--- src/sv/fdep_pkg.sv ---
// ----------------------------------------------------------------------------
// fdep_pkg
// Shared types and constants of the FAT directory entry parser.
// ----------------------------------------------------------------------------
`default_nettype none

package fdep_pkg;

    localparam int unsigned ENTRY_BYTES = 32;
    localparam int unsigned NAME_CHARS  = 13;
    localparam int unsigned SHORT_CHARS = 11;

    localparam logic [4:0] ENTRY_LAST_POS = 5'd31;
    localparam logic [4:0] ATTR_POS       = 5'd11;

    localparam logic [7:0] BYTE_FREE      = 8'h00;
    localparam logic [7:0] BYTE_DELETED   = 8'hE5;
    localparam logic [7:0] ATTR_LONG_NAME = 8'h0F;
    localparam logic [7:0] ATTR_DIRECTORY = 8'h10;
    localparam logic [7:0] CHAR_SPACE     = 8'h20;
    localparam logic [7:0] CHAR_BELOW_A   = 8'h40;
    localparam logic [7:0] CHAR_ABOVE_Z   = 8'h5B;
    localparam logic [7:0] CASE_BIT       = 8'h20;

    // Byte offsets of the character low bytes inside a long-name record.
    localparam logic [4:0] LFN_OFFSET [NAME_CHARS] = '{
        5'd1, 5'd3, 5'd5, 5'd7, 5'd9, 5'd14, 5'd16,
        5'd18, 5'd20, 5'd22, 5'd24, 5'd28, 5'd30
    };

    // Configuration register indexes.
    localparam logic REG_CLUSTER_SECTORS   = 1'b0;
    localparam logic REG_DATA_REGION_START = 1'b1;

    // Decoded entry, handed from the collector to the sector stage.
    typedef struct packed {
        logic [63:0] name_first;
        logic [39:0] name_rest;
        logic        name_is_long;
        logic        is_directory;
        logic [31:0] start_cluster;
        logic [31:0] cluster_offset;
        logic [31:0] size_bytes;
    } fdep_entry_t;

    // Finished result as presented on the output stream.
    typedef struct packed {
        logic [63:0] name_first;
        logic [39:0] name_rest;
        logic        name_is_long;
        logic        is_directory;
        logic [31:0] start_cluster;
        logic [39:0] start_sector;
        logic [31:0] size_bytes;
    } fdep_result_t;

endpackage

`default_nettype wire

--- src/sv/fat_directory_entry_parser.sv ---
// An entry is registered in the collector's entry register, then in the sector stage's result register.
// Throughput: one byte beat per cycle while s_axis_tready is high; at most one result per 32 bytes.
// The decode stage and the sector multiply-add stage each hold one entry, so a waiting
// result does not stop the byte stream until both stages are full.
// Reset (rst_n low, asynchronous) clears position, ignore flag, long name and valid bits;
// sectors per cluster returns to 1 and the data region start to 0.
// ----------------------------------------------------------------------------
// fat_directory_entry_parser
// Parses a stream of FAT directory cluster bytes into decoded file entries.
// ----------------------------------------------------------------------------
`default_nettype none

module fat_directory_entry_parser
    import fdep_pkg::*;
(
    input  wire logic         clk,
    input  wire logic         rst_n,

    // Configuration write port.
    input  wire logic         cfg_we,
    input  wire logic         cfg_index,
    input  wire logic [31:0]  cfg_wdata,

    // Byte stream in.
    input  wire logic         s_axis_tvalid,
    output logic              s_axis_tready,
    input  wire logic [7:0]   s_axis_tdata,   // [7:0] data_byte
    input  wire logic         s_axis_tlast,   // cluster_end

    // Decoded entries out.
    output logic              m_axis_tvalid,
    input  wire logic         m_axis_tready,
    output logic [215:0]      m_axis_tdata,   // [63:0] name_first, [103:64] name_rest,
                                              // [104] is_directory, [136:105] start_cluster,
                                              // [176:137] start_sector, [208:177] size_bytes,
                                              // [215:209] zero
    output logic              m_axis_tuser    // name_is_long
);

    logic [7:0]   cluster_sectors_reg;
    logic [31:0]  data_region_start_reg;

    logic         entry_valid;
    logic         entry_take;
    fdep_entry_t  entry;
    fdep_result_t result;

    // Configuration registers. Writes are to be made only while the parser is idle;
    // the block itself does not enforce this, and the sector stage uses them directly.
    always_ff @(posedge clk or negedge rst_n)
    begin
        if (!rst_n)
        begin
            cluster_sectors_reg   <= 8'd1;
            data_region_start_reg <= 32'd0;
        end
        else if (cfg_we)
        begin
            unique case (cfg_index)
                REG_CLUSTER_SECTORS:   cluster_sectors_reg   <= cfg_wdata[7:0];
                REG_DATA_REGION_START: data_region_start_reg <= cfg_wdata;
                default:               ;
            endcase
        end
    end

    // Stage one: the byte line, entry position and long name tracking. An
    // entry is decoded in the cycle its last byte beat arrives.
    fdep_collector u_collector (
        .clk         (clk),
        .rst_n       (rst_n),
        .in_valid    (s_axis_tvalid),
        .data_byte   (s_axis_tdata),
        .cluster_end (s_axis_tlast),
        .in_ready    (s_axis_tready),
        .entry_valid (entry_valid),
        .entry_take  (entry_take),
        .entry       (entry)
    );

    // Stage two: the start sector multiply-add and the output register.
    fdep_sector u_sector (
        .clk               (clk),
        .rst_n             (rst_n),
        .entry_valid       (entry_valid),
        .entry             (entry),
        .entry_take        (entry_take),
        .cluster_sectors   (cluster_sectors_reg),
        .data_region_start (data_region_start_reg),
        .result_valid      (m_axis_tvalid),
        .result_ready      (m_axis_tready),
        .result            (result)
    );

    assign m_axis_tdata = {7'b0, result.size_bytes, result.start_sector,
                           result.start_cluster, result.is_directory,
                           result.name_rest, result.name_first};
    assign m_axis_tuser = result.name_is_long;

endmodule

`default_nettype wire

--- src/sv/fdep_collector.sv ---
// ----------------------------------------------------------------------------
// fdep_collector
// Gathers bytes into 32-byte entries, tracks the long name, decodes entries.
// ----------------------------------------------------------------------------
`default_nettype none

module fdep_collector
    import fdep_pkg::*;
(
    input  wire logic        clk,
    input  wire logic        rst_n,
    input  wire logic        in_valid,
    input  wire logic [7:0]  data_byte,
    input  wire logic        cluster_end,
    output logic             in_ready,
    output logic             entry_valid,
    input  wire logic        entry_take,
    output fdep_entry_t      entry
);

    logic [7:0]  line_reg [ENTRY_BYTES-1];
    logic [4:0]  pos_reg;
    logic [4:0]  pos_next;
    logic        rest_ignored_reg;
    logic        rest_ignored_next;
    logic        long_pending_reg;
    logic        long_pending_next;
    logic [7:0]  long_chars_reg  [NAME_CHARS];
    logic [7:0]  long_chars_next [NAME_CHARS];
    logic        valid_reg;
    fdep_entry_t entry_reg;
    fdep_entry_t decoded;

    logic [7:0]  ent [ENTRY_BYTES];
    logic [7:0]  name [NAME_CHARS];
    logic        accept;
    logic        fire;
    logic        is_free;
    logic        is_deleted;
    logic        is_lfn;
    logic        produce;

    function automatic logic [7:0] fold_char(input logic [7:0] c);
        logic [7:0] r;
        r = c;
        if (c == CHAR_SPACE)
            r = 8'h00;
        else if (c > CHAR_BELOW_A && c < CHAR_ABOVE_Z)
            r = c | CASE_BIT;
        return r;
    endfunction

    assign in_ready = !valid_reg || entry_take;
    assign accept   = in_valid && in_ready;

    // The current entry: 31 buffered bytes plus the byte on the input.
    always_comb
    begin
        for (int i = 0; i < ENTRY_BYTES - 1; i++)
            ent[i] = line_reg[i];
        ent[ENTRY_BYTES-1] = data_byte;
    end

    assign fire       = accept && (pos_reg == ENTRY_LAST_POS) && !rest_ignored_reg;
    assign is_free    = (ent[0] == BYTE_FREE);
    assign is_deleted = (ent[0] == BYTE_DELETED);
    assign is_lfn     = (ent[ATTR_POS] == ATTR_LONG_NAME);
    assign produce    = fire && !is_free && !is_deleted && !is_lfn;

    always_comb
    begin
        for (int i = 0; i < NAME_CHARS; i++)
        begin
            if (long_pending_reg)
                name[i] = long_chars_reg[i];
            else if (i < SHORT_CHARS)
                name[i] = fold_char(ent[i]);
            else
                name[i] = 8'h00;
        end
    end

    always_comb
    begin
        decoded.name_first     = {name[7], name[6], name[5], name[4],
                                  name[3], name[2], name[1], name[0]};
        decoded.name_rest      = {name[12], name[11], name[10], name[9], name[8]};
        decoded.name_is_long   = long_pending_reg;
        decoded.is_directory   = |(ent[ATTR_POS] & ATTR_DIRECTORY);
        decoded.start_cluster  = {ent[21], ent[20], ent[27], ent[26]};
        decoded.cluster_offset = {ent[21], ent[20], ent[27], ent[26]} - 32'd2;
        decoded.size_bytes     = {ent[31], ent[30], ent[29], ent[28]};
    end

    always_comb
    begin
        pos_next          = pos_reg;
        rest_ignored_next = rest_ignored_reg;
        long_pending_next = long_pending_reg;
        for (int i = 0; i < NAME_CHARS; i++)
            long_chars_next[i] = long_chars_reg[i];

        if (accept)
            pos_next = pos_reg + 5'd1;

        if (fire && is_free)
            rest_ignored_next = 1'b1;

        if (fire && !is_free && !is_deleted && is_lfn)
        begin
            long_pending_next = 1'b1;
            for (int i = 0; i < NAME_CHARS; i++)
                long_chars_next[i] = ent[LFN_OFFSET[i]];
        end
        else if (produce)
        begin
            long_pending_next = 1'b0;
            for (int i = 0; i < NAME_CHARS; i++)
                long_chars_next[i] = 8'h00;
        end

        // A cluster end drops any partial entry and all pending name state.
        if (accept && cluster_end)
        begin
            pos_next          = '0;
            rest_ignored_next = 1'b0;
            long_pending_next = 1'b0;
            for (int i = 0; i < NAME_CHARS; i++)
                long_chars_next[i] = 8'h00;
        end
    end

    always_ff @(posedge clk or negedge rst_n)
    begin
        if (!rst_n)
        begin
            pos_reg          <= '0;
            rest_ignored_reg <= 1'b0;
            long_pending_reg <= 1'b0;
            valid_reg        <= 1'b0;
            for (int i = 0; i < NAME_CHARS; i++)
                long_chars_reg[i] <= 8'h00;
        end
        else
        begin
            pos_reg          <= pos_next;
            rest_ignored_reg <= rest_ignored_next;
            long_pending_reg <= long_pending_next;
            for (int i = 0; i < NAME_CHARS; i++)
                long_chars_reg[i] <= long_chars_next[i];
            if (in_ready)
                valid_reg <= produce;
        end
    end

    always_ff @(posedge clk)
    begin
        if (accept)
        begin
            for (int i = 0; i < ENTRY_BYTES - 2; i++)
                line_reg[i] <= line_reg[i+1];
            line_reg[ENTRY_BYTES-2] <= data_byte;
        end
        if (produce)
            entry_reg <= decoded;
    end

    assign entry_valid = valid_reg;
    assign entry       = entry_reg;

`ifndef SYNTHESIS
    a_cluster_end_rewinds: assert property (@(posedge clk) disable iff (!rst_n)
        (accept && cluster_end) |=> (pos_reg == '0))
        else $error("position not cleared after cluster end");

    a_ignore_starts_on_entry: assert property (@(posedge clk) disable iff (!rst_n)
        $rose(rest_ignored_reg) |-> (pos_reg == '0))
        else $error("rest of cluster ignored away from an entry boundary");

    a_idle_name_is_clear: assert property (@(posedge clk) disable iff (!rst_n)
        !long_pending_reg |-> ({long_chars_reg[0], long_chars_reg[1], long_chars_reg[2],
                                long_chars_reg[3], long_chars_reg[4], long_chars_reg[5],
                                long_chars_reg[6], long_chars_reg[7], long_chars_reg[8],
                                long_chars_reg[9], long_chars_reg[10], long_chars_reg[11],
                                long_chars_reg[12]} == '0))
        else $error("long name characters left without a pending long name");
`endif

endmodule

`default_nettype wire

--- src/sv/fdep_sector.sv ---
// ----------------------------------------------------------------------------
// fdep_sector
// Computes the start sector and holds the result register of the output.
// ----------------------------------------------------------------------------
`default_nettype none

module fdep_sector
    import fdep_pkg::*;
(
    input  wire logic        clk,
    input  wire logic        rst_n,
    input  wire logic        entry_valid,
    input  wire fdep_entry_t entry,
    output logic             entry_take,
    input  wire logic [7:0]  cluster_sectors,
    input  wire logic [31:0] data_region_start,
    output logic             result_valid,
    input  wire logic        result_ready,
    output fdep_result_t     result
);

    logic         valid_reg;
    fdep_result_t result_reg;
    logic         out_free;
    logic [39:0]  sector_next;

    assign out_free   = !valid_reg || result_ready;
    assign entry_take = entry_valid && out_free;

    // 32x8 product plus the data region base fits in 40 bits.
    assign sector_next = ({8'h00, entry.cluster_offset} * {32'h0000_0000, cluster_sectors})
                       + {8'h00, data_region_start};

    always_ff @(posedge clk or negedge rst_n)
    begin
        if (!rst_n)
            valid_reg <= 1'b0;
        else if (out_free)
            valid_reg <= entry_valid;
    end

    always_ff @(posedge clk)
    begin
        if (entry_take)
        begin
            result_reg.name_first    <= entry.name_first;
            result_reg.name_rest     <= entry.name_rest;
            result_reg.name_is_long  <= entry.name_is_long;
            result_reg.is_directory  <= entry.is_directory;
            result_reg.start_cluster <= entry.start_cluster;
            result_reg.start_sector  <= sector_next;
            result_reg.size_bytes    <= entry.size_bytes;
        end
    end

    assign result_valid = valid_reg;
    assign result       = result_reg;

endmodule

`default_nettype wire
--- config.mk ---
export PLATFORM = sky130hd
export DESIGN_NAME = fat_directory_entry_parser
export DESIGN_NICKNAME = d
export VERILOG_FILES = /design/src/sv/fdep_pkg.sv /design/src/sv/fat_directory_entry_parser.sv /design/src/sv/fdep_collector.sv /design/src/sv/fdep_sector.sv
export SDC_FILE = /design/constraint.sdc
export NUM_CORES = 1
export LEC_CHECK = 0
export BUFFER_PORTS_ARGS = -buffer_cell sky130_fd_sc_hd__buf_2
export CORE_MARGIN = 2
export CORE_UTILIZATION = 30
export CTS_BUF_LIST = sky130_fd_sc_hd__clkbuf_8
export DETAILED_ROUTE_END_ITERATION = 8
export HOLD_SLACK_MARGIN = 0.03
export SLEW_MARGIN = 20
export SYNTH_ARGS = -nofsm -noshare
export SYNTH_HDL_FRONTEND = slang
export SYNTH_HIERARCHICAL = 1
export SYNTH_SLANG_ARGS = --single-unit
--- constraint.sdc ---
create_clock -name clk -period 15.65 [get_ports clk]
set_clock_uncertainty 0.2 [all_clocks]
set_input_delay 3.13 -clock clk [delete_from_list [all_inputs] [get_ports clk]]
set_output_delay 3.13 -clock clk [all_outputs]
set_load 0.1 [all_outputs]
==> impl_metrics.yaml, run 1 <==
synth:
  netlist_instances: 2614
  ys_types: 61
  syn_avg_cell_area_sq_um: 14.41
  yosys_register_bits: 812
  synthArstFlopShare_pct: 18.84
  synth-edff-count: 659
  ys_seq_area_share_pct: 62.68
  synth_area_sq_um: 37680
  netlist_top_cells_area: "edfxtp_1 (53%), fa_1 (11%), dfrtp_1 (10%)"
  ys.flop_type: "edfxtp_1"
  ys_warn_count: 6
  yosysTopAreaCell: "edfxtp_1"
  synth_top_area_share_pct: 52.52
clock_tree:
  cts_sinks: 812
  cts-hold-fix-buffers: 0
  ctsResizeCount: 0
  clk_latency_ns: 0.85
  cts_tree: "built"
  cts_buffers: 140
  h-tree-depth: 4
  cts_root_buf: "clkbuf_8"
  clk_pin_slew_ns: 0.07
  post_cts_buffers: 0
  clock_path_buffers: 3
detailed_routing:
  finalWirelength_microns: 88070
  antenna_left: 0
  drtPass1Iterations: 5
  wl_per_cell_microns: 18.70
  drtIter0Drc: 1463
  drcViolationCount: 0
  routed-via-count: 20864
  vias_per_cell: 4.431
global_routing:
  grt_pass1_vias: 21207
  grt_pass1_wl_microns: 131900
  antenna_found_initial: 12
  grt_usage_pct: 13.71
  grt_max_degree: 194
  grt_overflow: 0
critical_path:
  reg2reg_depth: 17
  cp-end-kind: "output port"
  path_cells: "buf_2, nand2b_1, and2_4, nand2b_1, buf_2"
  crit_type: "primary input to output port"
  slowest_stage: "buf_2"
  r2r_slack_ns: 9.43
  worstReg2RegEnd: "u_sector/result[71]"
  start_kind: "primary input"
  cpPeakStageDelay_ns: 0.52
  r2r_start: "cluster_sectors_reg[0]"
  path_max_fanout: 19
  critPathArrivalTime_ns: 4.60
  required_ns: 12.32
timing:
  maxSlewViolCount: 0
  max_clock_freq_ghz: 0.1261
  fin_crit_sh_pct: 50.69
  rsz0062_at_grt: "no"
  layout_min_cycle_time_ns: 7.933
  setup_violations: 0
  tightest_slew_ns: 1.104
  layout_setup_ws_ns: 7.717
  hold_violations: 0
  slew_headroom_pct: 26.38
  tns_ns: 0
min_path:
  min-delay-start: "u_collector/line_reg[2][12]"
  hold_path.class: "register to register"
  min_path_cells: 0
  hold_end: "u_collector/line_reg[2][4]"
placement:
  place.detailed.hpwl_microns: 58910
  dp_slack_ns: 7.698
  place_congestion: 0.8397
  place_inst: 4448
  io_buffers: 258
layout:
  final_cell_mix: "edfxtp_1 (659), nand2_1 (343), inv_1 (330)"
  syn_to_final_growth_pct: 15.40
  drive_above_1_share_pct: 19.73
  largest_reg_flops: 248
  final_common_cell: "edfxtp_1"
  fin_cells: 4709
  nets: 3263
pwr:
  p_leak_nw: 17.96
  p_per_area_nw_per_um2: 166.8
  vdd_drop_max_mv: 0.1164
die:
  dieWidth_microns: 358.4
  die_h_microns: 358.4
  core_sq_um: 125100
  num_rows: 130
  io_pins: 266
  start_util_pct: 30.12
  fp.dieArea_sq_um: 128500
run:
  cap_violations: 0
run_status:
  outcome: "complete, no violations"
metal layers:
metal	vias up	share of wire (%)	track usage (%)
met1	10504	45	18.88
met3	154	6.0	3.325
li1	9613	-	-
met2	593	46	21.20
met5	-	0	0
met4	0	2.5	4.636
stage by stage:
stage | instance area [sq um] | total power [mW] | hold WS (ns) | utilization [%]
5_1_grt | 43480 | 7.802 | 0.2046 | 34.76
6_report | 43480 | 7.254 | 0.1970 | 34.76
4_1_cts | 43450 | 7.333 | 0.1918 | 34.73
2_1_floorplan | 37710 | 4.824 | 0.2003 | -
3_5_place_dp | 40750 | 5.439 | 0.2045 | 32.58
3_3_place_gp | 40740 | 5.394 | 0.2015 | 32.57
cells by family after synthesis:
group,synth area share [%]
AOI/OAI and AO/OA,3.258
xor gates and xnor gates,1.441
adders and majority gates,13.36
buffers and inverters,4.247
DFF,62.68
muxes,6.286
other,0.009952
and+or+nand+nor,8.720
final cells by class:
cell class	count	area, sq um
fillers	12054	81600
flip-flops and latches	812	23620
multi-input cells	1424	12530
clock buffers	160	2202
well taps	1650	2064
repair buffers	276	1481
inverters	287	1081
clock inverters	97	496.7
diodes	3	7.507
report_power, final:
part / switching [mW] / internal, mW / total [mW]
Clock: 0.894 / 0.947 / 1.84
Combinational: 1.67 / 1.13 / 2.80
Sequential: 0.0719 / 2.54 / 2.61
Total: 2.64 / 4.62 / 7.25
Yosys cell counts, drive strengths merged (15+ instances only):
library cell,instances
nor3,24
clkbuf,59
nand3,22
fa,212
mux2i,105
a21oi,43
xor2,37
edfxtp,659
buf,38
and2,188
nor2,37
nand2,343
xnor2,25
nor4,17
mux2,117
o21ai,37
a21o,34
ha,63
a31oi,15
dfrtp,152
inv,287
worst max-delay path, delay by kind of cell:
family                 cells  cell delay [ns]
and+or+nand+nor            3             0.88
buffers and inverters      2             0.59
how the worst max path moves through the flow:
| stage | startpoint | to | slack (ns) |
|---|---|---|---|
| final | m_axis_tready | s_axis_tready | 7.72 |
| after global routing | m_axis_tready | s_axis_tready | 7.64 |
| after CTS | m_axis_tready | s_axis_tready | 7.70 |
| after detailed placement | m_axis_tready | s_axis_tready | 7.70 |
| after global placement | m_axis_tready | s_axis_tready | 7.73 |
| after floorplan | m_axis_tready | u_collector/entry[0] | 1.67 |
Note: power is estimated with default switching activity, not from simulation.
==> run 2: changes to the inputs <==
==> constraint.sdc (replaced) <==
create_clock -name clk -period 6.81 [get_ports clk]
set_clock_uncertainty 0.2 [all_clocks]
set_input_delay 1.362 -clock clk [delete_from_list [all_inputs] [get_ports clk]]
set_output_delay 1.362 -clock clk [all_outputs]
set_load 0.1 [all_outputs]
==> run 2 against run 1 <==
Against the previous run:
- sequential power increased by 130%
- sequential cell count unchanged
- non-clock buffer count up 5
- hold slack improved by 0.014 ns
- critical path depth increased by 12
- global-route usage up 0.24 points
- design area up 0.43%
- via count up 0.84%
- clock-buffer cell count is 5 lower
- sequential share of layout area decreased by 0.23 points
- register-to-register slack worse by 8.7 ns
- cell count about the same
==> impl_metrics.yaml, run 2 (synthesis gave the netlist of run 1 again) <==
critical_path:
  crit_type: "register to register"
  critical_path_buf_inv_count: 3
  critPathArrivalTime_ns: 6.52
  r2r_start: "cluster_sectors_reg[0]"
  crit_path_frequent_cell: "fa_1"
  start_kind: "register"
  path_cells: "nand2_1, fa_1, inv_1, fa_1, fa_1, inv_1, fa_1, inv_1, ha_1, nand2_1, or3_1, o21ai_0, nor2_1, a211oi_2, nand3_1, a2111o_1, o211ai_1"
  required_ns: 7.28
  cp-startpoint: "cluster_sectors_reg[0]"
  cpPeakStageDelay_ns: 0.97
  slowest_stage: "dfstp_2"
  path_max_fanout: 33
  cp-end-kind: "register"
  critical-path-top-delay-family: "adder cells"
global_routing:
  grt_pass1_wl_microns: 134400
  grt_overflow: 0
  antenna_found_initial: 7
  grt_usage_pct: 13.95
  grt_pass1_vias: 21342
  grt_max_degree: 107
layout:
  nets: 3268
  utilization_pct: 34.91
  syn_to_final_growth_pct: 15.90
  drive_above_1_share_pct: 19.94
  final_common_cell: "edfxtp_1"
  final_cell_mix: "edfxtp_1 (659), nand2_1 (343), inv_1 (333)"
  fin_cells: 4711
  largest_reg_flops: 248
min_path:
  min-delay-start: "u_collector/entry[13]"
  hold_path.class: "register to register"
timing:
  slew_headroom_pct: 29.35
  layout_min_cycle_time_ns: 6.050
  hold_violations: 0
  maxSlewViolCount: 0
  tns_ns: 0
  max_clock_freq_ghz: 0.1653
  tightest_slew_ns: 1.060
  hold_ws_ns: 0.2106
  rsz0062_at_grt: "no"
  fin_crit_sh_pct: 88.84
  setup_violations: 0
detailed_routing:
  wl_per_cell_microns: 18.92
  drtPass1Iterations: 5
  routed-via-count: 21039
  vias_per_cell: 4.466
  antenna_left: 0
  drtIter0Drc: 1527
  drcViolationCount: 0
  finalWirelength_microns: 89110
clock_tree:
  clk_pin_slew_ns: 0.07
  clk_latency_ns: 0.86
  post_cts_buffers: 0
  h-tree-depth: 4
  cts_tree: "built"
  cts-hold-fix-buffers: 0
  cts_sinks: 812
  cts_root_buf: "clkbuf_8"
  clock_path_buffers: 3
  cts_buffers: 140
  ctsResizeCount: 0
pwr:
  p_per_area_nw_per_um2: 390.7
  vdd_drop_max_mv: 0.2975
  p_leak_nw: 18.08
  p_total_mw: 17.06
die:
  io_pins: 266
  num_rows: 130
  core_sq_um: 125100
  fp.dieArea_sq_um: 128500
  dieWidth_microns: 358.4
  die_h_microns: 358.4
  start_util_pct: 30.12
run:
  cap_violations: 0
placement:
  place_inst: 4454
  place_congestion: 0.8221
  place.detailed.hpwl_microns: 60280
  io_buffers: 258
run_status:
  outcome: "complete, no violations"
[run 2: cell types whose count changed in the layout (fill, tap and decap cells not counted), sizes merged]
cell | previous run | this run
clkinvlp | 6 | 3
diode | 3 | 2
clkbuf | 160 | 155
inv | 337 | 344
clkinv | 41 | 33
buf | 276 | 281
bufinv | 0 | 7
[run 2: area by class of cell]
class,instances,area [sq um]
Sequential cell,812,23620
Clock buffer,155,2133
Inverter,287,1081
Tap cell,1650,2064
Multi-Input combinational cell,1424,12530
Timing Repair Buffer,281,1544
Clock inverter,100,685.7
Fill cell,12066,81410
Antenna cell,2,5.005
[run 2: worst paths after layout]
path                       slack [ns]                        endpoint  cells after the start
max                              0.76             u_sector/result[68]                     17
min                              0.21             u_sector/result[13]                      0
max reg2reg                      0.76             u_sector/result[68]                     17
min reg2reg                      0.21             u_sector/result[13]                      0
max in group asynchronous        4.91          cluster_sectors_reg[5]                      2
min in group asynchronous        0.39  u_collector/long_chars_reg[74]                      1
[run 2: power by group]
| group | internal (mW) | switching [mW] | total (mW) |
|---|---|---|---|
| combinational | 2.64 | 3.97 | 6.60 |
| sequential | 5.83 | 0.159 | 5.99 |
| clock | 2.39 | 2.08 | 4.47 |
[run 2: per-layer routing]
layer | up-vias | global-route usage (%) | wire length [microns]
li1 | 9616 | - | -
met3 | 156 | 3.188 | 5015
met2 | 606 | 20.82 | 40330
met4 | 2 | 4.879 | 2287
met5 | - | 0 | 17
met1 | 10659 | 19.91 | 41460
[run 2: through the flow]
stage               worst slack, ns  instance area [sq um]
detailed placement           0.7484                  40840
floorplan                    -1.018                  37760
CTS                          0.7663                  43660
global placement             0.8542                  40830
finish                       0.7602                  43670
global route                 0.3725                  43670
